**src/sv/button_debounce_press_classifier_top_macros.svh**
```systemverilog
// Assertion macros shared by the debounce and press classifier RTL.
`ifndef BUTTON_DEBOUNCE_PRESS_CLASSIFIER_TOP_MACROS_SVH
`define BUTTON_DEBOUNCE_PRESS_CLASSIFIER_TOP_MACROS_SVH

// Check a property on every clock edge, masked while reset is asserted.
`define BDPC_ASSERT(label, prop, msg) \
	label: assert property (@(posedge clk) disable iff (!arst_n) (prop)) else $error(msg);

// Check a property on every clock edge, reset included.
`define BDPC_ASSERT_ALWAYS(label, prop, msg) \
	label: assert property (@(posedge clk) (prop)) else $error(msg);

`endif

```
**src/sv/bdpc_pkg.sv**
```systemverilog
// Types and constants for the button debounce and press classifier.
package bdpc_pkg;

	// Configuration register widths.
	localparam int CFG_W = 16;
	localparam int EN_W  = 3;

	// Configuration port geometry: four registers in 32-bit words at 4*i.
	localparam int ADDR_W = 4;
	localparam int DATA_W = 32;

	// Default counter width.
	localparam int COUNT_WIDTH_DEF = 16;

	// Register indexes.
	localparam logic [1:0] REG_DEBOUNCE  = 2'd0;
	localparam logic [1:0] REG_LONG      = 2'd1;
	localparam logic [1:0] REG_VERY_LONG = 2'd2;
	localparam logic [1:0] REG_ENABLE    = 2'd3;

	// Event enable bit positions.
	localparam int EN_SHORT     = 0;
	localparam int EN_LONG      = 1;
	localparam int EN_VERY_LONG = 2;

	// Reset values of the configuration registers.
	localparam logic [CFG_W-1:0] DEBOUNCE_RST  = 16'd5;
	localparam logic [CFG_W-1:0] LONG_RST      = 16'd300;
	localparam logic [CFG_W-1:0] VERY_LONG_RST = 16'd1000;
	localparam logic [EN_W-1:0]  ENABLE_RST    = 3'd7;

	// One result item.
	typedef struct packed {
		logic short_press;
		logic long_press;
		logic very_long_press;
		logic pressed_stable;
	} result_t;

endpackage

```
**src/sv/bdpc_if.sv**
```systemverilog
// Valid/ready channel interfaces for pin samples and press results.
interface bdpc_in_if;
	logic valid;
	logic ready;
	logic pin_level;

	modport source (output valid, output pin_level, input ready);
	modport sink (input valid, input pin_level, output ready);
endinterface

interface bdpc_out_if;
	logic valid;
	logic ready;
	logic short_press;
	logic long_press;
	logic very_long_press;
	logic pressed_stable;

	modport source (output valid, output short_press, output long_press,
		output very_long_press, output pressed_stable, input ready);
	modport sink (input valid, input short_press, input long_press,
		input very_long_press, input pressed_stable, output ready);
endinterface

```
**src/sv/button_debounce_press_classifier_top.sv**
```systemverilog
// Button debounce and short/long/very long press classifier, top level.
//
//  channel  | dir | handshake       | payload
//  ---------+-----+-----------------+-------------------------------------------
//  sample   | in  | valid/ready     | pin_level (0 = pressed)
//  result   | out | valid/ready     | short_press, long_press, very_long_press,
//           |     |                 | pressed_stable
//  config   | in  | APB, pready = 1 | 4 x 32-bit words at byte address 4*i
//
// One sample per clock: each transfer updates the counters and flags at its own
// edge and loads its result into the output register, or, when stalled, the skid
// register; a result in the output register can transfer from the next cycle
// on. A two-entry output stage (result register plus skid register) lets a new
// sample be taken while one result waits; sample.ready drops only when both
// entries are full. Reset restores the default thresholds and clears all state.
`include "button_debounce_press_classifier_top_macros.svh"

module button_debounce_press_classifier_top #(
	parameter int COUNT_WIDTH = bdpc_pkg::COUNT_WIDTH_DEF
) (
	input  logic                        clk,
	input  logic                        arst_n,
	bdpc_in_if.sink                     sample,
	bdpc_out_if.source                  result,
	input  logic                        psel,
	input  logic                        penable,
	input  logic                        pwrite,
	input  logic [bdpc_pkg::ADDR_W-1:0] paddr,
	input  logic [bdpc_pkg::DATA_W-1:0] pwdata,
	output logic [bdpc_pkg::DATA_W-1:0] prdata,
	output logic                        pready
);
	import bdpc_pkg::*;

	localparam int CMP_W = (COUNT_WIDTH > CFG_W) ? COUNT_WIDTH : CFG_W;
	localparam logic [COUNT_WIDTH-1:0] CNT_MAX = {COUNT_WIDTH{1'b1}};

	// Configuration registers.
	logic [CFG_W-1:0] debounce_q;
	logic [CFG_W-1:0] long_q;
	logic [CFG_W-1:0] very_long_q;
	logic [EN_W-1:0]  enable_q;

	// Classifier state.
	logic                   raw_prev_q;
	logic                   stable_q;
	logic [COUNT_WIDTH-1:0] settle_q;
	logic [COUNT_WIDTH-1:0] hold_q;
	logic                   long_fired_q;
	logic                   very_long_fired_q;

	// Output stage.
	logic    out_valid_q;
	logic    skid_valid_q;
	result_t out_q;
	result_t skid_q;

	logic                   cfg_wr;
	logic [1:0]             cfg_idx;
	logic                   accept;
	logic                   raw;
	logic [COUNT_WIDTH-1:0] hold_inc;
	logic [COUNT_WIDTH-1:0] settle_n;
	logic [COUNT_WIDTH-1:0] hold_n;
	logic                   raw_prev_n;
	logic                   stable_n;
	logic                   long_fired_n;
	logic                   very_long_fired_n;
	logic                   settled;
	logic [CMP_W-1:0]       settle_x;
	logic [CMP_W-1:0]       hold_x;
	logic [CMP_W-1:0]       deb_x;
	logic [CMP_W-1:0]       long_x;
	logic [CMP_W-1:0]       very_long_x;
	result_t                res;

	// Configuration port: zero wait states, decode by word index.
	assign pready  = 1'b1;
	assign cfg_idx = paddr[3:2];
	assign cfg_wr  = psel & penable & pwrite & pready;

	always_comb begin
		case (cfg_idx)
			REG_DEBOUNCE:  prdata = DATA_W'(debounce_q);
			REG_LONG:      prdata = DATA_W'(long_q);
			REG_VERY_LONG: prdata = DATA_W'(very_long_q);
			REG_ENABLE:    prdata = DATA_W'(enable_q);
			default:       prdata = '0;
		endcase
	end

	always_ff @(posedge clk or negedge arst_n) begin
		if (!arst_n) begin
			debounce_q  <= DEBOUNCE_RST;
			long_q      <= LONG_RST;
			very_long_q <= VERY_LONG_RST;
			enable_q    <= ENABLE_RST;
		end else if (cfg_wr) begin
			case (cfg_idx)
				REG_DEBOUNCE:  debounce_q  <= pwdata[CFG_W-1:0];
				REG_LONG:      long_q      <= pwdata[CFG_W-1:0];
				REG_VERY_LONG: very_long_q <= pwdata[CFG_W-1:0];
				REG_ENABLE:    enable_q    <= pwdata[EN_W-1:0];
				default:       ;
			endcase
		end
	end

	// Take a sample whenever the skid entry is free.
	assign sample.ready = ~skid_valid_q;
	assign accept       = sample.valid & sample.ready;

	// Advance the counters for this tick.
	assign raw      = ~sample.pin_level;
	assign hold_inc = (stable_q && hold_q != CNT_MAX) ? hold_q + 1'b1 : hold_q;

	always_comb begin
		if (raw != raw_prev_q) begin
			settle_n   = '0;
			raw_prev_n = raw;
		end else begin
			settle_n   = (settle_q == CNT_MAX) ? settle_q : settle_q + 1'b1;
			raw_prev_n = raw_prev_q;
		end
	end

	assign settle_x    = CMP_W'(settle_n);
	assign hold_x      = CMP_W'(hold_inc);
	assign deb_x       = CMP_W'(debounce_q);
	assign long_x      = CMP_W'(long_q);
	assign very_long_x = CMP_W'(very_long_q);
	assign settled     = settle_x >= deb_x;

	// Classify the settled level against the debounced state.
	always_comb begin
		stable_n          = stable_q;
		hold_n            = hold_inc;
		long_fired_n      = long_fired_q;
		very_long_fired_n = very_long_fired_q;
		res               = '0;
		if (settled) begin
			if (raw && !stable_q) begin
				stable_n          = 1'b1;
				hold_n            = '0;
				long_fired_n      = 1'b0;
				very_long_fired_n = 1'b0;
			end else if (!raw && stable_q) begin
				res.short_press = ~long_fired_q & ~very_long_fired_q &
					(hold_x >= deb_x) & (hold_x < long_x) & enable_q[EN_SHORT];
				stable_n = 1'b0;
			end else if (raw && stable_q) begin
				if (!long_fired_q && hold_x >= long_x) begin
					long_fired_n   = 1'b1;
					res.long_press = enable_q[EN_LONG];
				end
				if (!very_long_fired_q && hold_x >= very_long_x) begin
					very_long_fired_n   = 1'b1;
					res.very_long_press = enable_q[EN_VERY_LONG];
				end
			end
		end
		res.pressed_stable = stable_n;
	end

	// Commit the state on each sample transfer.
	always_ff @(posedge clk or negedge arst_n) begin
		if (!arst_n) begin
			raw_prev_q        <= 1'b0;
			stable_q          <= 1'b0;
			settle_q          <= '0;
			hold_q            <= '0;
			long_fired_q      <= 1'b0;
			very_long_fired_q <= 1'b0;
		end else if (accept) begin
			raw_prev_q        <= raw_prev_n;
			stable_q          <= stable_n;
			settle_q          <= settle_n;
			hold_q            <= hold_n;
			long_fired_q      <= long_fired_n;
			very_long_fired_q <= very_long_fired_n;
		end
	end

	// Output register with skid entry: drain the skid first, park when stalled.
	always_ff @(posedge clk or negedge arst_n) begin
		if (!arst_n) begin
			out_valid_q  <= 1'b0;
			skid_valid_q <= 1'b0;
		end else begin
			if (skid_valid_q) begin
				if (result.ready) skid_valid_q <= 1'b0;
			end else if (accept && out_valid_q && !result.ready) begin
				skid_valid_q <= 1'b1;
			end
			if (accept || skid_valid_q) begin
				out_valid_q <= 1'b1;
			end else if (result.ready) begin
				out_valid_q <= 1'b0;
			end
		end
	end

	always_ff @(posedge clk) begin
		if (skid_valid_q) begin
			if (result.ready) out_q <= skid_q;
		end else if (accept) begin
			if (!out_valid_q || result.ready) out_q <= res;
			else skid_q <= res;
		end
	end

	assign result.valid           = out_valid_q;
	assign result.short_press     = out_q.short_press;
	assign result.long_press      = out_q.long_press;
	assign result.very_long_press = out_q.very_long_press;
	assign result.pressed_stable  = out_q.pressed_stable;

	// Checks on the output stage and the classifier.
	`BDPC_ASSERT(a_skid_behind_out, skid_valid_q |-> out_valid_q, "skid full with output empty")
	`BDPC_ASSERT(a_short_released, (out_valid_q && out_q.short_press) |-> !out_q.pressed_stable, "short press while still pressed")
	`BDPC_ASSERT(a_long_held, (out_valid_q && (out_q.long_press || out_q.very_long_press)) |-> out_q.pressed_stable, "long event while released")
	`BDPC_ASSERT(a_hold_restart, $rose(stable_q) |-> (hold_q == '0), "hold count not restarted on press")
	`BDPC_ASSERT(a_no_accept_when_full, (skid_valid_q && !result.ready) |=> skid_valid_q, "skid entry lost while stalled")

endmodule
```
**src/flat_wrapper.sv**
```systemverilog
// flat-port wrapper written by rule: the top's interface ports become plain ports
module button_debounce_press_classifier_top_flat import bdpc_pkg::*;
#(
	parameter int COUNT_WIDTH = bdpc_pkg::COUNT_WIDTH_DEF
)
  (clk, arst_n, psel, penable, pwrite, paddr, pwdata, prdata, pready, sample_valid, sample_pin_level, sample_ready, result_valid, result_short_press, result_long_press, result_very_long_press, result_pressed_stable, result_ready);
  bdpc_in_if sample_i ();
  bdpc_out_if result_i ();
  input  logic clk;
  input  logic arst_n;
  input  logic psel;
  input  logic penable;
  input  logic pwrite;
  input  logic [bdpc_pkg::ADDR_W-1:0] paddr;
  input  logic [bdpc_pkg::DATA_W-1:0] pwdata;
  output logic [bdpc_pkg::DATA_W-1:0] prdata;
  output logic pready;
  input wire logic [$bits(sample_i.valid)-1:0] sample_valid;
  input wire logic [$bits(sample_i.pin_level)-1:0] sample_pin_level;
  output wire logic [$bits(sample_i.ready)-1:0] sample_ready;
  output wire logic [$bits(result_i.valid)-1:0] result_valid;
  output wire logic [$bits(result_i.short_press)-1:0] result_short_press;
  output wire logic [$bits(result_i.long_press)-1:0] result_long_press;
  output wire logic [$bits(result_i.very_long_press)-1:0] result_very_long_press;
  output wire logic [$bits(result_i.pressed_stable)-1:0] result_pressed_stable;
  input wire logic [$bits(result_i.ready)-1:0] result_ready;
  assign sample_i.valid = sample_valid;
  assign sample_i.pin_level = sample_pin_level;
  assign sample_ready = sample_i.ready;
  assign result_valid = result_i.valid;
  assign result_short_press = result_i.short_press;
  assign result_long_press = result_i.long_press;
  assign result_very_long_press = result_i.very_long_press;
  assign result_pressed_stable = result_i.pressed_stable;
  assign result_i.ready = result_ready;
  button_debounce_press_classifier_top #(.COUNT_WIDTH(COUNT_WIDTH)) u_core (.clk(clk), .arst_n(arst_n), .sample(sample_i), .result(result_i), .psel(psel), .penable(penable), .pwrite(pwrite), .paddr(paddr), .pwdata(pwdata), .prdata(prdata), .pready(pready));
endmodule
```
**config.mk**
```make
export PLATFORM = sky130hd
export DESIGN_NAME = button_debounce_press_classifier_top_flat
export DESIGN_NICKNAME = d
export VERILOG_FILES = /design/src/sv/bdpc_pkg.sv /design/src/sv/bdpc_if.sv /design/src/sv/button_debounce_press_classifier_top.sv /design/src/flat_wrapper.sv
export VERILOG_INCLUDE_DIRS = /design/src /design/src/sv
export SDC_FILE = /design/constraint.sdc
export NUM_CORES = 1
export LEC_CHECK = 0
export BUFFER_PORTS_ARGS = -buffer_cell sky130_fd_sc_hd__buf_4
export CAP_MARGIN = 10
export CORE_MARGIN = 10
export CORE_UTILIZATION = 35
export DETAILED_ROUTE_END_ITERATION = 8
export PLACE_DENSITY = 0.62
export SETUP_SLACK_MARGIN = 0.15
export SYNTH_ARGS = -nofsm -noshare
export SYNTH_HDL_FRONTEND = slang
export SYNTH_SLANG_ARGS = --single-unit
```
**constraint.sdc**
```tcl
create_clock -name clk -period 3.8 [get_ports clk]
set_input_delay 0.76 -clock clk [delete_from_list [all_inputs] [get_ports clk]]
set_output_delay 0.76 -clock clk [all_outputs]
set_load 0.01 [all_outputs]
```
# After elaboration in Yosys (flattened, before gate mapping)
# Index checks and enable logic that the tools add are counted.
# Widths: inputs -> output; s select.
[word_totals]
register_bits = 97
[op_classes]
n_bitwise = 12
muxes = 33
magnitude_cmp = 5
n_eq_ne = 8
reduce_logical = 31
add_sub_neg = 2
[ops]
columns = ["operator", "n"]
rows = [
  ["$pmux 32 s4", 1],
  ["$mux 16", 5],
  ["$ge 16x16->1", 4],
  ["$add 16x1->16 const B", 2],
  ["$mux 1", 19],
  ["$eq 16x16->1 const B", 1],
  ["$lt 16x16->1", 1],
  ["$mux 4", 4],
  ["$ne 16x16->1 const B", 1],
  ["$reduce_bool 2->1", 6],
  ["$reduce_and 2->1", 5],
  ["$reduce_and 5->1", 2],
  ["$logic_and 1x1->1", 8],
  ["$and 1x1->1", 7],
  ["$mux 3", 2],
  ["$reduce_and 3->1", 2],
  ["$logic_not 1->1", 5],
  ["$not 1->1", 5],
  ["$eq 2x2->1 const B", 2],
  ["$mux 2", 2],
  ["$eq 2x1->1 const B", 1],
  ["$logic_not 2->1", 1],
  ["$logic_or 1x1->1", 2],
  ["$ne 2x1->1 const B", 1],
  ["other kinds (2)", 2],
]

# Longest topological paths before layout
# Gate-level depths: netlist (run 1).
[depth]
depth_word = 13
depth_mapped = 15
depth_no_buf = 14

# Worst setup path before layout (run 1)
# No wires, ideal clock.
[synth_path]
path_type = "input -> register"
from = "input sample_pin_level"
to = "register u_core.out_q, in the netlist u_core.result.long_press, data pin"
path_slack_ps = 385
path_buffers = 2
t_arrival_ps = 3155
stages = 11
path_cell_list = "buf_2 > xnor2_1 > clkbuf_1 > nor2_1 > ha_1 > a41oi_1 > o21ai_1 > a211oi_2 > a211oi_2 > and4_4 > mux2_2"
[synth_rtl]
columns = ["element", "line_no", "rtl"]
rows = [
  ["start, declared", "flat_wrapper.sv:19", "input wire logic [$bits(sample_i.pin_level)-1:0] sample_pin_level;"],
  ["end signal, assigned", "button_debounce_press_classifier_top.sv:205", "if (result.ready) out_q <= skid_q;"],
  ["end signal, assigned", "button_debounce_press_classifier_top.sv:207", "if (!out_valid_q || result.ready) out_q <= res;"],
  ["end, declared", "button_debounce_press_classifier_top.sv:55", "result_t out_q;"],
]

==> run summary, run 1 <==
CP required: 3.90 ns
Synth cell types: 68
Clk_skew: 0.0118 ns
Seq/Total Area, Yosys: 36.7%
Final period util: 92.3%
CTS Buf Count: 9
Initial antenna violation count: 0
Outcome: complete, no violations
Total congestion overflow: 0
Die Footprint: 25,300 um2
Setup-failing EPs final: 0
Sequential power share: 36.6%
First-pass GRT wire length: 27,900 um
Post-Syn Area: 6770 um2
GR Util met1: 17.3%
RSZ-0062 raised after global routing: yes
Startpoint Class: register
Non-Filler Instances: 1,096
Yosys top cell area share: 27.3%
Clk pwr share: 22.9%
Cts hold-fix bufs: 0
# rows: 50
WL final: 17,400 um
Clk root buf: clkbuf_16
Met2 Resource Use GR: 22.1%
Syn avg cell area: 9.01 um2
Hold_ws: 0.439 ns
Reg clk slew, reported paths: 0.08 ns
Sw Pwr: 1460 uW
GR peak layer: met2
Layout area overhead: 20.0%
IO Port Bufs: 47
Biggest area consumer among synthesized cells: dfrtp_1
VDD IR max: 0.219 mV
Clock sinks: 97
P per Cell Area: 481 nW/um2
Nets: 941
Switch share: 37.2%
Post-synth EDFFs: 8
Final Power: 3910 uW
GRT Overall Usage: 13.2%
Vias in the first global route: 5,335
Initial Utilization: 35.8%
Die H: 159 um
1st-pass router iterations: 5
Fin Setup TNS: 0 ns
Crit path DAT: 3.61 ns
Worst min path class: in2async
CTS tree: yes
Area contributors post-synth: dfrtp_1 (27%), ha_1 (12%), dfstp_2 (5.8%), o21ai_0 (5.5%), nand2_1 (5.1%)
Layout cells sized above 1: 25.1%
Crit Path Max Fanout: 6
Final Hold Viols: 0
Syn Inst Count: 752
Drt drc: 0
Largest net degree at the start of global routing: 90
Min Tclk post-route: 3.51 ns
Htree depth: 3
DP HPWL: 12,800 um
Synth Register Bits: 97
Core area: 18,900 um2
Placed Area: 7520 um2
Least-Margin Pin Slew: 0.859 ns
Final Wtd Congestion: 0.854
Max_slew headroom: 42.6%
P_leak: 0.00373 uW
Global routing met3 resource utilization: 2.53%
Synth Flop Type: dfrtp_1
Routed len/inst: 15.9 um
Diode count: 0
Die Width: 159 um
DRT iter0 DRCs: 342
Logic gate share of total power: 40.5%
# IOs: 83
Via count: 5,523
Setup Crit Path Kind: reg2reg
Clock latency on the worst-skew pair: 0.36 ns
DP Cell Count: 1,062
Yosys warns: 0
Routed Antenna Nets: 0
Max-Cap Viols: 0
Fin. max-slew vios: 0
Via density: 5.04
Clock tree buffer depth: 2
Final Instance Area: 8130 um2
Asr flop ratio synth: 91.8%
CP endpoint kind: register
Max Fclk: 0.285 GHz
Int Power: 2450 uW
==> per-layer routing <==
| metal | wire, um | vias up |
|---|---|---|
| li1 | - | 2784 |
| met1 | 8170 | 2643 |
| met2 | 8450 | 85 |
| met3 | 543 | 11 |
| met4 | 205 | 0 |
| met5 | 0 | - |
==> per-stage QoR <==
stage | setup slack, ns | utilization, %
after floorplan | 0.385 | -
after global placement | 0.172 | 39.8
after detailed placement | 0.137 | 39.8
after CTS | 0.177 | 41.3
after global routing | 0.101 | 43.0
final | 0.291 | 43.0
==> placed cells by master (no fill, tap or decap), drive strengths merged, types with 10 or more instances in the layout <==
master  instances
xor2           11
dfrtp          74
xnor2          12
o21ai          82
mux2i          14
nand3          25
buf           105
nand2          93
ha             66
conb           17
dfstp          15
nor2           48
nand4          17
mux2           24
a21oi          38
clkbuf         10
inv            58
nor3           16
==> path summary, 6_finish.rpt <==
kind	start	slack (ns)	endpoint	depth (start not counted)
setup / recovery	u_core.hold_q[0]	0.29	u_core.result.long_press	13
hold / removal	arst_n	0.44	u_core.long_q[9]	2
setup reg to reg	u_core.hold_q[0]	0.29	u_core.result.long_press	13
hold reg to reg	u_core.long_fired_q	0.51	u_core.long_fired_q	2
max in group asynchronous	arst_n	2.94	u_core.enable_q[2]	2
min in group clk	u_core.long_fired_q	0.51	u_core.long_fired_q	2
==> cell usage after synthesis, types with 5 or more instances <==
master and instances:
a21o_1 9, a21oi_1 38, a31oi_1 8, and3_1 7
buf_2 13, buf_4 20, clkbuf_1 15, dfrtp_1 74
dfstp_2 15, edfxtp_1 8, ha_1 66, inv_1 54
mux2_2 24, mux2i_1 14, nand2_1 92, nand3_1 25
nand4_1 14, nor2_1 46, nor3_1 13, nor4_1 5
o21a_1 9, o21ai_0 75, o21ai_1 6, o31ai_1 8
xnor2_1 12, xor2_1 11
==> logic make-up (layout without fill, tap and decap cells) <==
family	Yosys count	count (layout)	share of synthesized area [%]
AND/OR/NAND/NOR	231	231	16.5
buffers and inverters	107	176	7.52
multiplexers	41	41	7.06
other	2	17	0.111
flip-flops	97	97	36.7
XOR/XNOR	23	23	2.97
adder cells (fa/ha/maj)	66	66	12.2
AO/OA/AOI/OAI	185	185	17.0
==> state kept, by name (all words and copies together), names as in the netlist, 3 cells and up <==
signal / flops
u_core.skid_q: 4
u_core.deb_x: 16
u_core.enable_q: 3
u_core.hold_q: 16
u_core.long_q: 16
u_core.very_long_q: 16
u_core.settle_q: 16
==> power by group through the flow <==
stage	combinational (uW)	clock (uW)	sequential, uW
after detailed placement	1490	0	1440
after global placement	1470	0	1430
after floorplan	1030	0	1400
final	1580	895	1430
after CTS	1510	923	1420
after global routing	1810	962	1460
==> worst max-delay path, stage by stage, from the launching register on <==
cell,delay [ns]
dfrtp_1,0.35
ha_1,0.18
nand4_1,0.12
buf_4,0.16
nor2_1,0.33
nand4_1,0.22
xnor2_1,0.38
ha_1,0.31
nand4_1,0.15
nor2_1,0.07
a22oi_1,0.27
nand3_1,0.20
and4_4,0.24
mux2_2,0.26
==> layout make-up <==
cell class	instances	area, um2
Timing Repair Buffer	105	805
Clock buffer	10	229
Multi-Input combinational cell	563	4020
Fill cell	1895	10800
Sequential cell	97	2490
Tap cell	260	325
Clock inverter	6	50.0
Inverter	55	206
==> timing repair <==
action / in CTS / in global routing
setup buffers: 0 / 17
gates resized for setup: 0 / 47
pin swaps: 1 / 19
endpoints found under the hold margin: 0 / 0
setup endpoints to repair: 2 / 25
cloned: 0 / 1
Note: power is estimated with default switching activity, not from simulation.
==> inputs of run 2 (changes only) <==
- BUFFER_PORTS_ARGS: -buffer_cell sky130_fd_sc_hd__buf_4 -> default
- DONT_BUFFER_PORTS: default -> 1
- PLACE_DENSITY: 0.62 -> 0.58
==> run 2 against run 1 <==
Against the previous run:
- non-clock buffer count shrank 60
- largest power group unchanged
- cell count down 5.5%
- critical path depth is 2 higher
- register-to-register slack worse by 0.02 ns
- highest routed layer unchanged
- clock-buffer cell count stayed put
- flip-flop and latch count did not move
- sequential share of layout area increased by 1.7 points
- clock power increased by 9.9%
- hold slack got worse by 0.35 ns
- wire length decreased by 1.1%
==> run summary, run 2 (synthesized netlist as in run 1, its figures left out) <==
Fin Setup TNS: 0 ns
Setup Crit Path Kind: reg2reg
RSZ-0062 raised after global routing: yes
Least-Margin Pin Slew: 0.935 ns
Final period util: 92.9%
Core area: 18,900 um2
Cts hold-fix bufs: 0
Reg clk slew, reported paths: 0.08 ns
Setup-failing EPs final: 0
Routed Antenna Nets: 0
Clock tree buffer depth: 2
Clock latency on the worst-skew pair: 0.36 ns
Min Tclk post-route: 3.53 ns
Clock sinks: 97
P_leak: 0.00343 uW
CTS Buf Count: 9
Drt drc: 0
1st-pass router iterations: 5
Max Fclk: 0.283 GHz
Sequential Area: 2490 um2
Die Footprint: 25,300 um2
DP HPWL: 12,900 um
# IOs: 83
P per Cell Area: 502 nW/um2
Placed Area: 7160 um2
Nets: 881
Area occupied by multi-input gates: 3960 um2
Die H: 159 um
DRT iter0 DRCs: 342
Layout cells sized above 1: 18.6%
Crit path cell chain: ha_4 -> nand2_2 -> nor2_2 -> a211oi_4 -> nand4_1 -> or3_1 -> nand2_2 -> ha_4 -> nand4_1 -> nor3_2 -> o31ai_4 -> a2111oi_4 -> clkbuf_16 -> o21ai_1 -> a22o_1
WL final: 17,200 um
Crit path DAT: 3.78 ns
GRT Overall Usage: 13.3%
Critical Path Start: u_core.settle_q[1]
First-pass GRT wire length: 27,800 um
Layout area overhead: 13.5%
CP Capture Point: u_core.hold_q[0]
Routed len/inst: 16.6 um
Initial Utilization: 35.8%
Vias in the first global route: 5,243
Clk_skew: 0.0141 ns
R2r startpoint: u_core.settle_q[1]
Via count: 5,329
Worst min path class: in2async
Clk root buf: clkbuf_16
Max_slew headroom: 37.5%
Worst reg2reg endpoint: u_core.hold_q[0]
Final Instance Area: 7690 um2
Outcome: complete, no violations
Final Hold Viols: 0
VDD IR max: 0.242 mV
IO Port Bufs: 0
Max-Cap Viols: 0
Slowest Stage Delay on Critical Path: 0.44 ns
# rows: 50
Total congestion overflow: 0
Most frequent cells in the layout: nand2_1 (88), o21ai_0 (75), dfrtp_1 (70), ha_1 (64), inv_1 (54)
Hold_ws: 0.0857 ns
Largest net degree at the start of global routing: 90
CP required: 4.05 ns
Startpoint Class: register
Reg2reg setup slack: 0.27 ns
Htree depth: 3
Diode count: 0
Via density: 5.14
Die Width: 159 um
Crit Path Max Fanout: 8
Filler cells: 1,931
CP max stage cell: a2111oi_4
Final Wtd Congestion: 0.788
Initial antenna violation count: 0
Fin. max-slew vios: 0
CP endpoint kind: register
CTS tree: yes
Commonest non-fill, non-tap cell in the layout: nand2_1
FF-to-FF path depth: 15
[run 2: cell types whose count changed in the layout (fill, tap and decap cells not counted), sizes merged]
cell and delta:
bufinv +1, clkbuf +2, buf -62, clkinvlp -1, clkinv +3, inv -3
[run 2: what timing repair did]
| action | CTS | global route |
|---|---|---|
| setup buffers | 0 | 6 |
| resized for setup | 0 | 28 |
| setup endpoints to repair | 0 | 17 |
[run 2: stage by stage]
stage                     instances  utilization [%]  worst slack (ns)  total power [uW]
final                          1036             40.7             0.270              3860
after global routing           1036             40.7             0.117              4180
after CTS                      1029             39.6             0.180              3830
after detailed placement       1013             37.9             0.185              2830
after global placement         1013             37.9             0.231              2800
after floorplan                 767                -             0.385              2420
[run 2: cell type report]
type / count / share of cell area [%]
clock inverters: 6 / 1.01
repair buffers: 45 / 5.01
flip-flops and latches: 97 / 32.4
multi-input cells: 563 / 51.6
clock buffers: 10 / 3.11
well taps: 260 / 4.23
inverters: 55 / 2.69
[run 2: how the worst min path moves through the flow]
stage,slack (ns),startpoint,depth (start not counted),end
after floorplan,0.46,arst_n,0,u_core.deb_x[10]
after global placement,0.47,arst_n,0,u_core.deb_x[9]
after detailed placement,0.47,arst_n,0,u_core.deb_x[9]
after CTS,0.07,arst_n,0,u_core.deb_x[9]
after global routing,0.07,arst_n,0,u_core.deb_x[9]
final,0.09,arst_n,0,u_core.deb_x[9]
[run 2: worst max-delay path, delay by kind of cell (launching register included)]
kind,cells,cell delay (ns)
and+or+nand+nor,7,1.21
AOI/OAI and AO/OA,5,1.21
adders and majority gates,2,0.33
buffers and inverters,1,0.23
DFF,1,0.43
[run 2: metal layers]
layer	GRT usage, %	part of all wire (%)	vias to the layer above
met4	3.58	1.1	0
met2	21.7	47	83
met1	17.3	47	2561
met5	0	0	-
met3	3.07	4.2	10
li1	-	-	2675
[run 2: power by group]
part | total [uW] | leakage (uW) | switching (uW) | internal [uW]
Clock | 984 | 0.000152 | 446 | 537
Combinational | 1440 | 0.00215 | 800 | 645
Sequential | 1430 | 0.00114 | 162 | 1270
==> inputs of run 3 (changes only) <==
- CORE_ASPECT_RATIO: default -> 0.5
- HOLD_SLACK_MARGIN: default -> 0.08
- PLACE_DENSITY: 0.58 -> 0.55
==> run 3 against run 2 <==
Against the previous run:
- final area is 1.1% lower
- first-iteration DRC count is 18% higher
- clock skew down 0.0022 ns
- via count up 1.4%
==> run summary, run 3 (synthesized netlist as in run 1, its figures left out) <==
P per Cell Area: 501 nW/um2
DP Cell Count: 1,010
Max Fclk: 0.282 GHz
Final Wtd Congestion: 0.821
Sequential power share: 37.7%
Max-Cap Viols: 0
Final period util: 93.4%
Layout area overhead: 12.3%
Initial Utilization: 36.2%
Worst min path class: in2async
Final Hold Viols: 0
# IOs: 83
CP max stage cell: o41a_1
Setup Crit Path Kind: reg2reg
Filler cells: 1,837
CP required: 3.90 ns
Commonest non-fill, non-tap cell in the layout: nand2_1
Crit Path Max Fanout: 7
Clk root buf: clkbuf_16
Cts hold-fix bufs: 0
Drt drc: 0
Clock sinks: 97
Slowest Stage Delay on Critical Path: 0.57 ns
Vias in the first global route: 5,051
Die Width: 217 um
First-pass GRT wire length: 28,600 um
Outcome: complete, no violations
Startpoint Class: register
Diode count: 0
DP HPWL: 13,400 um
CP endpoint kind: register
Clock tree buffer depth: 2
RSZ-0062 raised after global routing: yes
Routed len/inst: 17.5 um
Die Footprint: 25,700 um2
Setup-failing EPs final: 0
# rows: 35
IO Port Bufs: 0
Max_slew headroom: 29.6%
Switch share: 36.8%
CTS tree: yes
Htree depth: 3
VDD IR max: 0.262 mV
Crit path cell chain: nand4_2 -> o41a_1 -> buf_4 -> mux2_2 -> ha_1 -> a211oi_1 -> o21ai_0 -> a211oi_1 -> o22ai_1 -> and3_1 -> mux2_2
1st-pass router iterations: 4
Routed Antenna Nets: 0
Nets: 874
Sw Pwr: 1400 uW
Logic gate share of total power: 36.8%
Layout cells sized above 1: 17.6%
WL final: 18,000 um
GRT Overall Usage: 13.8%
Largest net degree at the start of global routing: 90
Fin Setup TNS: 0 ns
Clk_skew: 0.0119 ns
Non-Filler Instances: 1,028
Core area: 18,700 um2
P_leak: 0.00344 uW
Min Tclk post-route: 3.55 ns
Clk pwr share: 25.5%
CTS Buf Count: 9
Fin. max-slew vios: 0
Die H: 118 um
Total congestion overflow: 0
Initial antenna violation count: 0
Least-Margin Pin Slew: 1.05 ns
Crit path DAT: 3.65 ns
Clock latency on the worst-skew pair: 0.35 ns
Via count: 5,403
Via density: 5.26
Most frequent cells in the layout: nand2_1 (91), o21ai_0 (74), dfrtp_1 (71), ha_1 (65), inv_1 (54)
Reg clk slew, reported paths: 0.08 ns
DRT iter0 DRCs: 403
Int Power: 2410 uW
## run 3: final timing paths
kind / start / end / slack (ns) / depth (start not counted)
min in group clk: sample_pin_level / u_core.raw_prev_q / 0.49 / 1
min: arst_n / u_core.settle_q[10] / 0.11 / 0
max: u_core.hold_q[11] / u_core.result.very_long_press / 0.25 / 11
max in group asynchronous: arst_n / u_core.enable_q[2] / 3.44 / 0
min reg2reg: u_core.long_fired_q / u_core.long_fired_q / 0.52 / 2
max reg2reg: u_core.hold_q[11] / u_core.result.very_long_press / 0.25 / 11
## run 3: area by class of cell
cell class,count,area [um2],share of cell area (%)
Clock buffer,9,225,2.96
Clock inverter,7,86.3,1.14
Inverter,55,206,2.71
Multi-Input combinational cell,563,3970,52.2
Sequential cell,97,2490,32.7
Tap cell,259,324,4.26
Timing Repair Buffer,38,302,3.96
## run 3: through the flow
stage	hold WS (ns)	area [um2]	worst slack (ns)	util [%]	power (uW)
6_report	0.107	7610	0.249	40.7	3810
5_1_grt	0.0864	7610	0.0780	40.7	4090
4_1_cts	0.0938	7440	0.154	39.8	3780
3_5_place_dp	0.467	7130	0.185	38.1	2800
3_3_place_gp	0.467	7130	0.183	38.1	2760
2_1_floorplan	0.463	6830	0.385	-	2420
## run 3: power groups by stage
stage               registers [uW]  clock network [uW]  logic (uW)
floorplan                     1400                   0        1030
global placement              1440                   0        1320
detailed placement            1450                   0        1350
CTS                           1430                 996        1360
global route                  1460                1030        1600
finish                        1440                 971        1400
## run 3: what timing repair did
item	CTS	global route
buffers inserted	0	2
endpoints found under the setup margin	0	26
resized for setup	0	28
## run 3: critical path, delay by kind of cell (launching register included)
family          cells  cell delay [ns]
compound gates      5             1.43
mux                 2             0.58
simple gates        2             0.45
flops               1             0.44
buf+inv             1             0.20
fa+ha+maj           1             0.20
## run 3: layer usage
layer / vias to the layer above / wire (um) / global-route usage, %
met1: 2632 / 9060 / 19.8
met4: 0 / 110 / 2.52
met2: 104 / 7920 / 20.9
li1: 2659 / - / -
met3: 8 / 947 / 2.80
met5: - / 0 / 0
